**src/design/vorbis_comment_header_parser_defines.svh**
```systemverilog
// Assertion macros for the comment header parser. Each macro expects a clock
// named clk and an active-low reset named rst_n in the scope where it is used.
`ifndef VORBIS_COMMENT_HEADER_PARSER_DEFINES_SVH
`define VORBIS_COMMENT_HEADER_PARSER_DEFINES_SVH

`ifndef SYNTH
// Consequent must hold in the same cycle as the antecedent.
`define VCHP_ASSERT_NOW(label, ante, cons) \
    label: assert property (@(posedge clk) disable iff (!rst_n) (ante) |-> (cons)) \
        else $error("vchp assertion failed");
// Consequent must hold in the cycle after the antecedent.
`define VCHP_ASSERT_NEXT(label, ante, cons) \
    label: assert property (@(posedge clk) disable iff (!rst_n) (ante) |=> (cons)) \
        else $error("vchp assertion failed");
`else
`define VCHP_ASSERT_NOW(label, ante, cons)
`define VCHP_ASSERT_NEXT(label, ante, cons)
`endif

`endif

```
**src/design/vchp_pkg.sv**
```systemverilog
package vchp_pkg;

    // Every length and count field is four bytes, little-endian.
    localparam logic [31:0] LEN_BYTES = 32'd4;

    typedef enum logic [2:0] {
        PH_IDLE  = 3'd0,
        PH_VLEN  = 3'd1,
        PH_VSKIP = 3'd2,
        PH_COUNT = 3'd3,
        PH_CLEN  = 3'd4,
        PH_CBODY = 3'd5,
        PH_DONE  = 3'd6
    } phase_t;

    typedef struct packed {
        logic        first_byte;
        logic [7:0]  data_byte;
        logic [31:0] packet_bytes;
    } item_t;

    typedef struct packed {
        logic [30:0] comment_number;
        logic [7:0]  comment_byte;
        logic        end_of_comment;
        logic        empty_comment;
    } result_t;

endpackage

```
**src/design/vchp_in_reg.sv**
```systemverilog
module vchp_in_reg
    import vchp_pkg::*;
(
    input  logic        clk,
    input  logic        rst_n,
    input  logic        s_tvalid,
    output logic        s_tready,
    input  logic [39:0] s_tdata,
    input  logic        s_tuser,
    input  logic        advance,
    output logic        in_valid,
    output item_t       item
);

    logic  valid_reg;
    logic  valid_next;
    item_t item_reg;
    logic  take;

    // The register frees up in the same cycle its beat moves on.
    assign s_tready = !valid_reg || advance;
    assign take     = s_tvalid && s_tready;

    always_comb
    begin
        valid_next = valid_reg;
        if (take)
        begin
            valid_next = 1'b1;
        end
        else if (advance)
        begin
            valid_next = 1'b0;
        end
    end

    always_ff @(posedge clk or negedge rst_n)
    begin
        if (!rst_n)
        begin
            valid_reg <= 1'b0;
        end
        else
        begin
            valid_reg <= valid_next;
        end
    end

    always_ff @(posedge clk)
    begin
        if (take)
        begin
            item_reg.first_byte   <= s_tuser;
            item_reg.data_byte    <= s_tdata[7:0];
            item_reg.packet_bytes <= s_tdata[39:8];
        end
    end

    assign in_valid = valid_reg;
    assign item     = item_reg;

endmodule

```
**src/design/vchp_parse.sv**
```systemverilog
module vchp_parse
    import vchp_pkg::*;
(
    input  logic    clk,
    input  logic    rst_n,
    input  logic    advance,
    input  item_t   item,
    output logic    res_valid,
    output result_t res
);

    phase_t      phase_reg, phase_next, ph_e;
    logic [31:0] pos_reg, pos_next, pos_e;
    logic [31:0] acc_reg, acc_next, acc_e;
    logic [31:0] left_reg, left_next, left_e;
    logic [30:0] cl_reg, cl_next, cl_e;
    logic [30:0] cc_reg, cc_next, cc_e;

    logic [1:0]  idx;
    logic [31:0] acc_new;
    logic [31:0] left_dec;
    logic        field_done;
    logic [31:0] pos_inc;
    logic        past_end;
    logic        vlen_over;
    logic        clen_over;
    logic [30:0] cl_dec;
    logic        active;

    // A first byte restarts the parse before the byte itself is looked at.
    always_comb
    begin
        ph_e   = item.first_byte ? PH_VLEN : phase_reg;
        pos_e  = item.first_byte ? 32'd0 : pos_reg;
        acc_e  = item.first_byte ? 32'd0 : acc_reg;
        left_e = item.first_byte ? LEN_BYTES : left_reg;
        cl_e   = item.first_byte ? 31'd0 : cl_reg;
        cc_e   = item.first_byte ? 31'd0 : cc_reg;
    end

    assign idx        = 2'd0 - left_e[1:0];
    assign acc_new    = acc_e | ({24'd0, item.data_byte} << {idx, 3'b000});
    assign left_dec   = left_e - 32'd1;
    assign field_done = (left_dec == 32'd0);
    assign pos_inc    = pos_e + 32'd1;
    assign past_end   = (pos_e >= item.packet_bytes);
    assign vlen_over  = ({2'b00, pos_inc} + {2'b00, acc_new} + {2'b00, LEN_BYTES})
                        > {2'b00, item.packet_bytes};
    assign clen_over  = ({1'b0, pos_inc} + {1'b0, acc_new}) > {1'b0, item.packet_bytes};
    assign cl_dec     = cl_e - 31'd1;
    assign active     = !(ph_e inside {PH_IDLE, PH_DONE}) && !past_end;

    always_comb
    begin
        phase_next = ph_e;
        pos_next   = pos_e;
        acc_next   = acc_e;
        left_next  = left_e;
        cl_next    = cl_e;
        cc_next    = cc_e;
        if (!(ph_e inside {PH_IDLE, PH_DONE}))
        begin
            if (past_end)
            begin
                phase_next = PH_DONE;
            end
            else
            begin
                pos_next = pos_inc;
                case (ph_e)
                    PH_VLEN:
                    begin
                        acc_next  = acc_new;
                        left_next = left_dec;
                        if (field_done)
                        begin
                            if (acc_new[31] || vlen_over)
                            begin
                                phase_next = PH_DONE;
                            end
                            else if (acc_new == 32'd0)
                            begin
                                phase_next = PH_COUNT;
                                acc_next   = 32'd0;
                                left_next  = LEN_BYTES;
                            end
                            else
                            begin
                                phase_next = PH_VSKIP;
                                left_next  = acc_new;
                            end
                        end
                    end
                    PH_VSKIP:
                    begin
                        left_next = left_dec;
                        if (field_done)
                        begin
                            phase_next = PH_COUNT;
                            acc_next   = 32'd0;
                            left_next  = LEN_BYTES;
                        end
                    end
                    PH_COUNT:
                    begin
                        acc_next  = acc_new;
                        left_next = left_dec;
                        if (field_done)
                        begin
                            if (acc_new[31] || acc_new == 32'd0)
                            begin
                                phase_next = PH_DONE;
                            end
                            else
                            begin
                                cl_next    = acc_new[30:0];
                                cc_next    = 31'd0;
                                phase_next = PH_CLEN;
                                acc_next   = 32'd0;
                                left_next  = LEN_BYTES;
                            end
                        end
                    end
                    PH_CLEN:
                    begin
                        acc_next  = acc_new;
                        left_next = left_dec;
                        if (field_done)
                        begin
                            if (acc_new[31] || clen_over)
                            begin
                                phase_next = PH_DONE;
                            end
                            else if (acc_new == 32'd0)
                            begin
                                cc_next = cc_e + 31'd1;
                                cl_next = cl_dec;
                                if (cl_dec == 31'd0)
                                begin
                                    phase_next = PH_DONE;
                                end
                                else
                                begin
                                    phase_next = PH_CLEN;
                                    acc_next   = 32'd0;
                                    left_next  = LEN_BYTES;
                                end
                            end
                            else
                            begin
                                phase_next = PH_CBODY;
                                left_next  = acc_new;
                            end
                        end
                    end
                    PH_CBODY:
                    begin
                        left_next = left_dec;
                        if (field_done)
                        begin
                            cc_next = cc_e + 31'd1;
                            cl_next = cl_dec;
                            if (cl_dec == 31'd0)
                            begin
                                phase_next = PH_DONE;
                            end
                            else
                            begin
                                phase_next = PH_CLEN;
                                acc_next   = 32'd0;
                                left_next  = LEN_BYTES;
                            end
                        end
                    end
                    default:
                    begin
                        phase_next = PH_DONE;
                    end
                endcase
            end
        end
    end

    always_comb
    begin
        res_valid          = 1'b0;
        res.comment_number = cc_e;
        res.comment_byte   = item.data_byte;
        res.end_of_comment = (left_e == 32'd1);
        res.empty_comment  = 1'b0;
        if (active)
        begin
            case (ph_e)
                PH_CLEN:
                begin
                    if (field_done && !acc_new[31] && !clen_over && acc_new == 32'd0)
                    begin
                        res_valid          = 1'b1;
                        res.comment_byte   = 8'd0;
                        res.end_of_comment = 1'b1;
                        res.empty_comment  = 1'b1;
                    end
                end
                PH_CBODY:
                begin
                    res_valid = 1'b1;
                end
                default:
                begin
                    res_valid = 1'b0;
                end
            endcase
        end
    end

    always_ff @(posedge clk or negedge rst_n)
    begin
        if (!rst_n)
        begin
            phase_reg <= PH_IDLE;
            pos_reg   <= 32'd0;
            acc_reg   <= 32'd0;
            left_reg  <= 32'd0;
            cl_reg    <= 31'd0;
            cc_reg    <= 31'd0;
        end
        else if (advance)
        begin
            phase_reg <= phase_next;
            pos_reg   <= pos_next;
            acc_reg   <= acc_next;
            left_reg  <= left_next;
            cl_reg    <= cl_next;
            cc_reg    <= cc_next;
        end
    end

endmodule

```
**src/design/vchp_out_reg.sv**
```systemverilog
module vchp_out_reg
    import vchp_pkg::*;
(
    input  logic        clk,
    input  logic        rst_n,
    input  logic        load,
    input  result_t     res,
    output logic        can_load,
    output logic        m_tvalid,
    input  logic        m_tready,
    output logic [39:0] m_tdata,
    output logic        m_tlast,
    output logic        m_tuser
);

    logic    valid_reg;
    logic    valid_next;
    result_t res_reg;

    assign can_load = !valid_reg || m_tready;

    always_comb
    begin
        valid_next = valid_reg;
        if (load)
        begin
            valid_next = 1'b1;
        end
        else if (m_tready)
        begin
            valid_next = 1'b0;
        end
    end

    always_ff @(posedge clk or negedge rst_n)
    begin
        if (!rst_n)
        begin
            valid_reg <= 1'b0;
        end
        else
        begin
            valid_reg <= valid_next;
        end
    end

    always_ff @(posedge clk)
    begin
        if (load)
        begin
            res_reg <= res;
        end
    end

    assign m_tvalid = valid_reg;
    assign m_tdata  = {1'b0, res_reg.comment_byte, res_reg.comment_number};
    assign m_tlast  = res_reg.end_of_comment;
    assign m_tuser  = res_reg.empty_comment;

endmodule

```
**src/design/vorbis_comment_header_parser.sv**
```systemverilog
// Comment header parser: takes a comment header packet one byte per beat on
// the slave stream and returns the bytes of each comment on the master stream.
// Slave beat: tuser marks the first byte of a packet and restarts the parse;
// tdata carries the byte and the packet's total size, repeated on every byte.
// Master beat: one comment byte with its zero-based comment index; tlast marks
// the final byte of a comment, and tuser marks an empty comment, which comes
// as a single beat with a zero byte and tlast set. Bytes of the vendor string,
// the length and count fields, and everything after the parse stops give no
// beat. A byte is parsed combinationally between the input register and the
// output register, so one byte per cycle is sustained while the receiver
// keeps tready high; its result is registered in the output register before
// it appears on the master side. Reset returns the parser to idle, waiting
// for a first byte, and empties both registers. When the receiver stalls,
// the output register holds its beat, the input register takes one more
// byte if it is empty, and then tready drops until the output beat is taken.
`include "vorbis_comment_header_parser_defines.svh"

module vorbis_comment_header_parser
    import vchp_pkg::*;
(
    input  logic        clk,
    input  logic        rst_n,
    input  logic        s_tvalid,
    output logic        s_tready,
    input  logic [39:0] s_tdata,   // data_byte [7:0], packet_bytes [39:8]
    input  logic        s_tuser,   // first_byte
    output logic        m_tvalid,
    input  logic        m_tready,
    output logic [39:0] m_tdata,   // comment_number [30:0], comment_byte [38:31], zero [39]
    output logic        m_tlast,   // end_of_comment
    output logic        m_tuser    // empty_comment
);

    logic    in_valid;
    item_t   item;
    logic    can_load;
    logic    advance;
    logic    res_valid;
    result_t res;
    logic    out_load;

    // A byte leaves the input register only when the output register can
    // take whatever result it gives, so the parse state and the output
    // always move together.
    assign advance  = in_valid && can_load;
    assign out_load = advance && res_valid;

    vchp_in_reg u_in_reg (
        .clk      (clk),
        .rst_n    (rst_n),
        .s_tvalid (s_tvalid),
        .s_tready (s_tready),
        .s_tdata  (s_tdata),
        .s_tuser  (s_tuser),
        .advance  (advance),
        .in_valid (in_valid),
        .item     (item)
    );

    vchp_parse u_parse (
        .clk       (clk),
        .rst_n     (rst_n),
        .advance   (advance),
        .item      (item),
        .res_valid (res_valid),
        .res       (res)
    );

    vchp_out_reg u_out_reg (
        .clk      (clk),
        .rst_n    (rst_n),
        .load     (out_load),
        .res      (res),
        .can_load (can_load),
        .m_tvalid (m_tvalid),
        .m_tready (m_tready),
        .m_tdata  (m_tdata),
        .m_tlast  (m_tlast),
        .m_tuser  (m_tuser)
    );

    // An empty comment is always a last beat and carries a zero byte.
    `VCHP_ASSERT_NOW(a_empty_is_last, m_tvalid && m_tuser, m_tlast && m_tdata[38:31] == 8'd0)
    // With both registers full and the receiver stalled, no byte is taken.
    `VCHP_ASSERT_NOW(a_full_backpressure, in_valid && m_tvalid && !m_tready, !s_tready)
    // A taken output beat with nothing new behind it leaves the output empty.
    `VCHP_ASSERT_NEXT(a_drain, m_tvalid && m_tready && !out_load, !m_tvalid)

endmodule
```
**config.mk**
```make
export PLATFORM = sky130hd
export DESIGN_NAME = vorbis_comment_header_parser
export DESIGN_NICKNAME = d
export VERILOG_FILES = /design/src/design/vchp_pkg.sv /design/src/design/vchp_in_reg.sv /design/src/design/vchp_parse.sv /design/src/design/vchp_out_reg.sv /design/src/design/vorbis_comment_header_parser.sv
export VERILOG_INCLUDE_DIRS = /design/src /design/src/design
export SDC_FILE = /design/constraint.sdc
export NUM_CORES = 1
export LEC_CHECK = 0
export BUFFER_PORTS_ARGS = -buffer_cell sky130_fd_sc_hd__buf_2
export CAP_MARGIN = 20
export CORE_ASPECT_RATIO = 1.1
export CORE_MARGIN = 5
export CORE_UTILIZATION = 40
export CTS_BUF_LIST = sky130_fd_sc_hd__clkbuf_8
export CTS_CLUSTER_DIAMETER = 200
export CTS_CLUSTER_SIZE = 16
export DETAILED_ROUTE_END_ITERATION = 7
export SYNTH_ARGS = -nofsm -noshare
export SYNTH_HDL_FRONTEND = slang
export SYNTH_HIERARCHICAL = 1
export SYNTH_SLANG_ARGS = --single-unit
```
**constraint.sdc**
```tcl
create_clock -name clk -period 10.4 [get_ports clk]
set_clock_uncertainty 0.1 [all_clocks]
set_input_delay 3.12 -clock clk [delete_from_list [all_inputs] [get_ports clk]]
set_output_delay 3.12 -clock clk [all_outputs]
set_load 0.02 [all_outputs]
```
==> out/results.txt, run 1 <==
Mean post-synth cell area: 8.378 um^2
Dpl cell area: 22170 um^2
Post-synthesis sequential area ratio: 31.22%
Synth Register Bits: 245
Rows: 88
Number of synthesized flops with an enable pin: 82
Max Buffers Root-to-Sink: 3
Area grow syn2layout: 7.393%
Synth unique cells: 92
Largest register FFs: 41
Hold Violations, Final: 0
DR vias: 20640
Worst-skew pair later-pin latency: 0.63 ns
Largest net degree at the start of global routing: 64
Syn Inst Count: 2501
# fillers: 5304
Residual DRC count: 0
Antenna Cells: 0
Worst slew margin: 26.56%
Global-route wire length before repair: 121.6 mm
Critical Setup Path Class: reg -> reg
Full die area: 57060 um^2
Core Box Area: 52190 um^2
Status: finished clean
Initial antenna violation count: 0
Nets: 2770
Most numerous cell in the Yosys netlist: nand2_1
Die width: 228.2 um
Reg area: 6541 um^2
CP Launch Type: flop
Post-DP HPWL: 59.04 mm
TritonCTS clock tree: built
Cell Pwr Density: 201.9 nW/um^2
RD Place Congestion: 1.003
GR Util All Layers: 26.89%
Drt wl/cell: 25.06 um
Main flop type after synthesis: dfrtp_1
Req. time, crit path: 10.83 ns
Tmin final: 9.517 ns
Finished Cell Area: 22500 um^2
Post-synth top area share: 19.47%
I/O pin count: 89
PortBufs: 87
Clk slew on worst S/H paths: 0.12 ns
Top cells by area, synth: dfrtp_1 (19%), edfxtp_1 (12%), ha_1 (9.7%), o21ai_0 (4.4%), nand2_1 (4.3%)
GR Overflow Total: 0
Slowest-stage cell, CP: or4b_2
Max_cap viols: 0
TritonCTS Sinks: 245
Synth area leader: dfrtp_1
CP arrival: 9.95 ns
Number of global-route vias before repair: 19750
Actual slew at the worst max-slew pin: 1.094 ns
Ys async rst share: 66.53%
CP most frequent cell: inv_1
Hold_buf cts: 0
RSZ-0062 raised after global routing: false
Total power: 4.544 mW
Die Y: 250.0 um
Starting Density: 40.15%
Maximum clock rate: 105.1 MHz
Crit path capture type: flop
Mapped Area: 20950 um^2
Top post-synthesis cells by count: nand2_1 (241), o21ai_0 (186), nor2_1 (180)
Final slew viol count: 0
Static leakage: 9.845 nW
Multi-input logic area: 13360 um^2
CTS buffer count: 19
Postcts setup bufs: 0
TNS Setup: 0 ns
Crit Path Max Fanout: 29
Final antenna-violating net count: 0
Layout cell share with drive strength beyond 1: 8.451%
Pre-Repair DR Iteration Count: 7
Worst hold path class: reg -> reg
Setup-failing EPs final: 0
DR vias/cell: 6.410
Synth warn: 6
Peak supply drop: 0.1165 mV
Number of gates resized after cts: 0
Layout Utilization: 43.11%
Initial DRC count: 2450
Fin crit share: 91.51%
CTS root buf: clkbuf_8
CP peak stage delay: 0.69 ns
Number of H-tree levels: 1
Post-Syn Nets: 2738
Wirelength, routed: 80.68 mm
-- power breakdown --
group | internal [mW] | total [mW] | leakage, nW | switching [mW]
sequential | 1.13 | 1.30 | 3.03 | 0.166
combinational | 0.856 | 2.70 | 6.61 | 1.84
clock | 0.175 | 0.550 | 0.202 | 0.375
-- final timing paths --
check,startpoint,to,slack [ns],cells after the start
worst max-delay path,u_in_reg/item[40]$_DFFE_PP_,u_parse/left_reg[14]$_DFFE_PN0P_,0.88,37
worst min-delay path,u_parse/acc_reg[3]$_DFFE_PN0P_,u_parse/acc_reg[3]$_DFFE_PN0P_,0.39,2
worst max register to register,u_in_reg/item[40]$_DFFE_PP_,u_parse/left_reg[14]$_DFFE_PN0P_,0.88,37
worst min register to register,u_parse/acc_reg[3]$_DFFE_PN0P_,u_parse/acc_reg[3]$_DFFE_PN0P_,0.39,2
max in group asynchronous,rst_n,u_parse/acc_reg[11]$_DFFE_PN0P_,5.74,3
min in group asynchronous,rst_n,u_parse/cc_reg[27]$_DFFE_PN0P_,2.38,1
-- kinds of logic after synthesis --
kind of cell / count (synthesis) / synth area share [%]
compound gates: 761 / 23.95
xor+xnor: 109 / 4.556
fa+ha+maj: 192 / 12.54
buf+inv: 278 / 5.094
flops: 245 / 31.22
mux: 12 / 0.5972
other cells: 1 / 0.01790
simple gates: 903 / 22.02
-- cell usage in the layout (no fill, tap or decap), types with 13 or more instances in the layout --
cell type and instances:
nor2_1 178, nor2b_1 79, or3_1 22, ha_1 162, nand2_1 241, a22oi_1 27, a211oi_1 30, xor2_1 47
a21o_1 32, fa_1 30, inv_1 154, a31oi_1 53, o21ai_0 185, o31ai_1 22, o22ai_1 26, o2bb2ai_1 20
buf_4 55, nand2b_1 26, nor4_1 38, and3_1 23, edfxtp_1 82, a21oi_1 160, a22o_1 30, o211ai_1 17
xnor2_1 62, nand3_1 66, nor3_1 73, a32oi_1 13, buf_2 86, dfrtp_1 163, clkbuf_8 19, nand4_1 47
or4_1 19
-- critical path: cells and delay by family, from the launching register on --
family | cells | cell delay (ns)
flops | 1 | 0.50
buf+inv | 6 | 0.82
simple gates | 12 | 3.42
xor+xnor | 2 | 0.32
compound gates | 13 | 3.08
fa+ha+maj | 4 | 1.23
-- area by class of cell --
type / count / share of cell area [%]
timing repair buffer: 144 / 3.920
clock inverter: 13 / 0.2891
multi-input combinational: 1978 / 59.38
clock buffer: 19 / 1.162
sequential: 245 / 29.07
inverter: 145 / 2.424
tap: 675 / 3.753
-- stage by stage --
step | setup slack, ns | hold slack [ns] | cells
floorplan | 0.2252 | 0.3422 | 2501
global placement | 1.360 | 0.3624 | 3186
detailed placement | 1.041 | 0.3632 | 3186
CTS | 0.9934 | 0.3937 | 3218
global route | 0.2539 | 0.4209 | 3219
finish | 0.8829 | 0.3947 | 3219
-- metal layers --
| layer | vias up | share of wire (%) | track usage [%] |
|---|---|---|---|
| met2 | 1022 | 47 | 45.76 |
| met3 | 224 | 7.6 | 3.686 |
| met4 | 0 | 5.4 | 11.77 |
| li1 | 9317 | - | - |
| met5 | - | 0 | 0 |
| met1 | 10070 | 40 | 34.25 |
(Power assumes the default switching activity.)
==> inputs of run 2 (changes only) <==
--- a/config.mk
+++ b/config.mk
@@ -6,7 +6,6 @@
 export SDC_FILE = /design/constraint.sdc
 export NUM_CORES = 1
 export LEC_CHECK = 0
-export BUFFER_PORTS_ARGS = -buffer_cell sky130_fd_sc_hd__buf_2
 export CAP_MARGIN = 20
 export CORE_ASPECT_RATIO = 1.1
 export CORE_MARGIN = 5
@@ -15,6 +14,7 @@
 export CTS_CLUSTER_DIAMETER = 200
 export CTS_CLUSTER_SIZE = 16
 export DETAILED_ROUTE_END_ITERATION = 7
+export DONT_BUFFER_PORTS = 1
 export SYNTH_ARGS = -nofsm -noshare
 export SYNTH_HDL_FRONTEND = slang
 export SYNTH_HIERARCHICAL = 1
==> out/results.txt, run 2 (synthesis results as in run 1) <==
Total power: 4.563 mW
Static leakage: 9.466 nW
Post-DP HPWL: 59.83 mm
Final antenna-violating net count: 0
Worst hold path class: reg -> reg
GR met3 Demand/Resource: 4.608%
CTS buffer count: 19
TNS Setup: 0 ns
Worst slew margin: 26.21%
Actual slew at the worst max-slew pin: 1.107 ns
RSZ-0062 raised after global routing: false
Critical Setup Path Class: reg -> reg
Drt wl/cell: 26.25 um
Hold Violations, Final: 0
Residual DRC count: 0
Initial DRC count: 2121
Most frequent cells in the layout: nand2_1 (241), o21ai_0 (185), nor2_1 (178)
Commonest non-fill, non-tap cell in the layout: nand2_1
Full die area: 57060 um^2
Worst hold margin: 0.3951 ns
Max_cap viols: 0
GR Util met2: 45.76%
Number of global-route vias before repair: 19960
Fin crit share: 92.87%
CP most frequent cell: a31oi_1
Layout cell share with drive strength beyond 1: 5.016%
Crit Path Max Fanout: 34
Setup-failing EPs final: 0
GR Overflow Total: 0
Initial antenna violation count: 2
Cell Pwr Density: 206.9 nW/um^2
Number of H-tree levels: 1
Core Box Area: 52190 um^2
Rows: 88
Largest net degree at the start of global routing: 164
CTS root buf: clkbuf_8
Area grow syn2layout: 5.237%
Crit path capture type: flop
CP Launch Type: flop
Tmin final: 9.659 ns
Clk slew on worst S/H paths: 0.11 ns
CP arrival: 9.86 ns
Nets: 2677
Largest register FFs: 41
Non-filler cells, final: 3128
GR Util All Layers: 27.57%
RD Place Congestion: 1.003
Die Y: 250.0 um
TritonCTS Sinks: 245
CP peak stage delay: 0.75 ns
I/O pin count: 89
Starting Density: 40.15%
Layout Utilization: 42.25%
Postcts setup bufs: 0
Wirelength, routed: 82.10 mm
Peak supply drop: 0.09461 mV
Global-route wire length before repair: 123.9 mm
GR peak layer: met2
PortBufs: 0
Max Buffers Root-to-Sink: 3
DR vias: 20320
Slowest-stage cell, CP: nor4_1
Number of gates resized after cts: 0
Worst-skew pair later-pin latency: 0.63 ns
Status: finished clean
Req. time, crit path: 10.60 ns
Hold_buf cts: 0
Met1 usage: 34.95%
Pre-Repair DR Iteration Count: 6
Die width: 228.2 um
Maximum clock rate: 103.5 MHz
TritonCTS clock tree: built
Final slew viol count: 0
DR vias/cell: 6.497
Dpl cells: 3093
run 2: cell count changes in the layout (fill, tap and decap cells not counted), sizes merged:
cell	previous run	this run
buf	143	51
diode	0	1
clkbuf	20	19
inv	155	156
run 2: routing by layer:
metal	wire (um)	part of all wire [%]
met1	32610	40
met2	38440	47
met3	6271	7.6
met4	4770	5.8
met5	13	0.016
run 2: cell type report:
cell class | count | area (um^2)
Clock buffer | 19 | 261.5
Clock inverter | 14 | 68.82
Timing Repair Buffer | 51 | 420.4
Antenna cell | 1 | 2.502
Sequential cell | 245 | 6541
Tap cell | 675 | 844.6
Multi-Input combinational cell | 1978 | 13370
Inverter | 145 | 545.5
Fill cell | 5291 | 30140
run 2: power breakdown:
part | internal (mW) | total (mW) | leakage, nW | switching, mW
sequential | 1.13 | 1.32 | 3.03 | 0.192
clock | 0.175 | 0.558 | 0.208 | 0.382
combinational | 0.846 | 2.68 | 6.22 | 1.84
total | 2.15 | 4.56 | 9.47 | 2.41
run 2: worst paths after layout:
path	endpoint	depth (start not counted)	slack, ns	start
worst min register to register	u_parse/acc_reg[19]$_DFFE_PN0P_	2	0.40	u_parse/acc_reg[19]$_DFFE_PN0P_
worst max-delay path	u_out_reg/m_tdata[13]$_DFFE_PP_	30	0.74	u_parse/left_reg[0]$_DFFE_PN0P_
worst max register to register	u_out_reg/m_tdata[13]$_DFFE_PP_	30	0.74	u_parse/left_reg[0]$_DFFE_PN0P_
worst min-delay path	u_parse/acc_reg[19]$_DFFE_PN0P_	2	0.40	u_parse/acc_reg[19]$_DFFE_PN0P_
min in group asynchronous	u_parse/cl_reg[25]$_DFFE_PN0P_	0	2.07	rst_n
max in group asynchronous	u_parse/pos_reg[1]$_DFFE_PN0P_	0	7.70	rst_n
run 2: through the flow:
stage | setup WS, ns | cell area [um^2]
after floorplan | 0.2252 | 20950
after global placement | 1.058 | 21710
after detailed placement | 0.9809 | 21710
after CTS | 0.8942 | 22040
after global routing | 0.02084 | 22050
final | 0.7414 | 22050
run 2: worst max-delay path: cells and delay by family (launching register included):
kind | cells | cell delay [ns]
compound gates | 14 | 3.79
simple gates | 7 | 2.44
fa+ha+maj | 4 | 1.41
flops | 1 | 0.72
buf+inv | 4 | 0.71
xor+xnor | 1 | 0.16
==> inputs of run 3 (changes only) <==
--- a/config.mk
+++ b/config.mk
@@ -17,5 +17,4 @@
 export DONT_BUFFER_PORTS = 1
 export SYNTH_ARGS = -nofsm -noshare
 export SYNTH_HDL_FRONTEND = slang
-export SYNTH_HIERARCHICAL = 1
 export SYNTH_SLANG_ARGS = --single-unit
==> out/results.txt, run 3 <==
Drt wl/cell: 25.45 um
RD Place Congestion: 0.9750
Area grow syn2layout: 4.430%
Most frequent cells in the layout: nand2_1 (239), nor2_1 (190), o21ai_0 (184)
Clk slew on worst S/H paths: 0.13 ns
Dpl cells: 3124
Hold_buf cts: 0
Hold Violations, Final: 0
Post-synth top area share: 19.33%
Number of global-route vias before repair: 19980
CP Launch Type: flop
TritonCTS clock tree: built
Dpl cell area: 21690 um^2
Initial DRC count: 2455
Non-filler cells, final: 3157
Actual slew at the worst max-slew pin: 1.234 ns
Synth unique cells: 109
CP peak stage delay: 0.80 ns
Die Y: 250.9 um
Global-route wire length before repair: 122.5 mm
Ys async rst share: 66.53%
Synth area leader: dfrtp_1
Syn Inst Count: 2565
Layout cell share with drive strength beyond 1: 5.401%
Crit Path Max Fanout: 18
Largest net degree at the start of global routing: 164
Core Box Area: 52300 um^2
Mean post-synth cell area: 8.225 um^2
RSZ-0062 raised after global routing: false
Worst hold path class: reg -> reg
Post-Syn Nets: 2744
Main flop type after synthesis: dfrtp_1
Status: finished clean
Commonest non-fill, non-tap cell in the layout: nand2_1
Static leakage: 9.498 nW
Wirelength, routed: 80.35 mm
Peak supply drop: 0.1298 mV
Critical Setup Path Class: reg -> reg
I/O pin count: 89
Number of gates resized after cts: 0
Die width: 229.0 um
Synth Register Bits: 245
DR vias: 20930
CP most frequent cell: ha_1
Slowest-stage cell, CP: o311ai_1
Tmin final: 9.525 ns
Post-synthesis sequential area ratio: 31.01%
Full die area: 57440 um^2
Top cells by area, synth: dfrtp_1 (19%), edfxtp_1 (12%), ha_1 (7.9%), o21ai_0 (4.4%), nand2_1 (4.3%)
Postcts setup bufs: 0
CP arrival: 9.96 ns
Crit path capture type: flop
Final antenna-violating net count: 0
Maximum clock rate: 105.0 MHz
Cell Pwr Density: 163.6 nW/um^2
Residual DRC count: 0
PortBufs: 0
Mapped Area: 21100 um^2
CTS buffer count: 19
Synth warn: 0
Finished Cell Area: 22030 um^2
Final slew viol count: 0
CTS root buf: clkbuf_8
GR Util All Layers: 26.68%
TNS Setup: 0 ns
GR Overflow Total: 0
Initial antenna violation count: 2
Starting Density: 40.34%
Setup-failing EPs final: 0
Nets: 2650
Post-route setup slack: 0.8751 ns
Worst slew margin: 17.75%
Rows: 88
Pre-Repair DR Iteration Count: 6
Largest register FFs: 41
Worst-skew pair later-pin latency: 0.61 ns
Number of H-tree levels: 1
Post-DP HPWL: 58.63 mm
Number of synthesized flops with an enable pin: 82
Total power: 3.605 mW
Worst hold margin: 0.3854 ns
TritonCTS Sinks: 245
Layout Utilization: 42.12%
DR vias/cell: 6.630
Max_cap viols: 0
Fin crit share: 91.59%
Most numerous cell in the Yosys netlist: nand2_1
Top post-synthesis cells by count: nand2_1 (240), nor2_1 (191), o21ai_0 (184)
Req. time, crit path: 10.83 ns
Max Buffers Root-to-Sink: 3
Post-Place Worst Slack: 1.149 ns
[run 3: worst paths after layout]
path                            depth (start not counted)  slack, ns                           start                                to
worst max-delay path                                   28       0.88     u_in_reg.item[40]$_DFFE_PP_   u_parse.left_reg[3]$_DFFE_PN0P_
worst min-delay path                                    2       0.39  u_parse.cc_reg[10]$_DFFE_PN0P_    u_parse.cc_reg[10]$_DFFE_PN0P_
worst max register to register                         28       0.88     u_in_reg.item[40]$_DFFE_PP_   u_parse.left_reg[3]$_DFFE_PN0P_
worst min register to register                          2       0.39  u_parse.cc_reg[10]$_DFFE_PN0P_    u_parse.cc_reg[10]$_DFFE_PN0P_
max in group asynchronous                               0       7.60                           rst_n   u_parse.acc_reg[16]$_DFFE_PN0P_
min in group asynchronous                               0       2.11                           rst_n  u_parse.left_reg[16]$_DFFE_PN0P_
[run 3: report_power, final]
part,leakage [nW],switching (mW),total [mW],internal (mW)
logic,6.26,1.20,1.81,0.615
registers,3.05,0.147,1.25,1.10
clock network,0.197,0.369,0.544,0.174
total,9.50,1.72,3.61,1.89
[run 3: kinds of logic after synthesis]
logic type | count (synthesis) | synth area share [%]
compound gates | 838 | 27.06
other cells | 1 | 0.01778
mux | 16 | 0.8007
xor+xnor | 97 | 4.134
buf+inv | 264 | 4.994
simple gates | 970 | 24.00
fa+ha+maj | 134 | 7.983
flops | 245 | 31.01
[run 3: area by class of cell]
cell class | instances | area, um^2
clock buffers | 19 | 261.5
clock inverters | 12 | 61.31
inverters | 102 | 382.9
well taps | 675 | 844.6
diodes | 1 | 2.502
repair buffers | 47 | 375.4
fillers | 5211 | 30270
multi-input cells | 2056 | 13560
flip-flops and latches | 245 | 6541
[run 3: layer usage]
metal / share of wire (%) / global-route usage (%) / vias up
met2: 47 / 44.29 / 1037
met1: 40 / 34.05 / 10180
met3: 7.6 / 3.738 / 232
li1: - / - / 9481
met5: 0 / 0 / -
met4: 5.9 / 13.71 / 0
[run 3: worst max-delay path: cells and delay by family (launching register included)]
kind	cells	cell delay (ns)
flip-flops	1	0.42
XOR/XNOR	1	0.10
AND/OR/NAND/NOR	10	3.47
AO/OA/AOI/OAI	11	3.37
adder cells (fa/ha/maj)	3	1.15
buffers and inverters	3	0.83
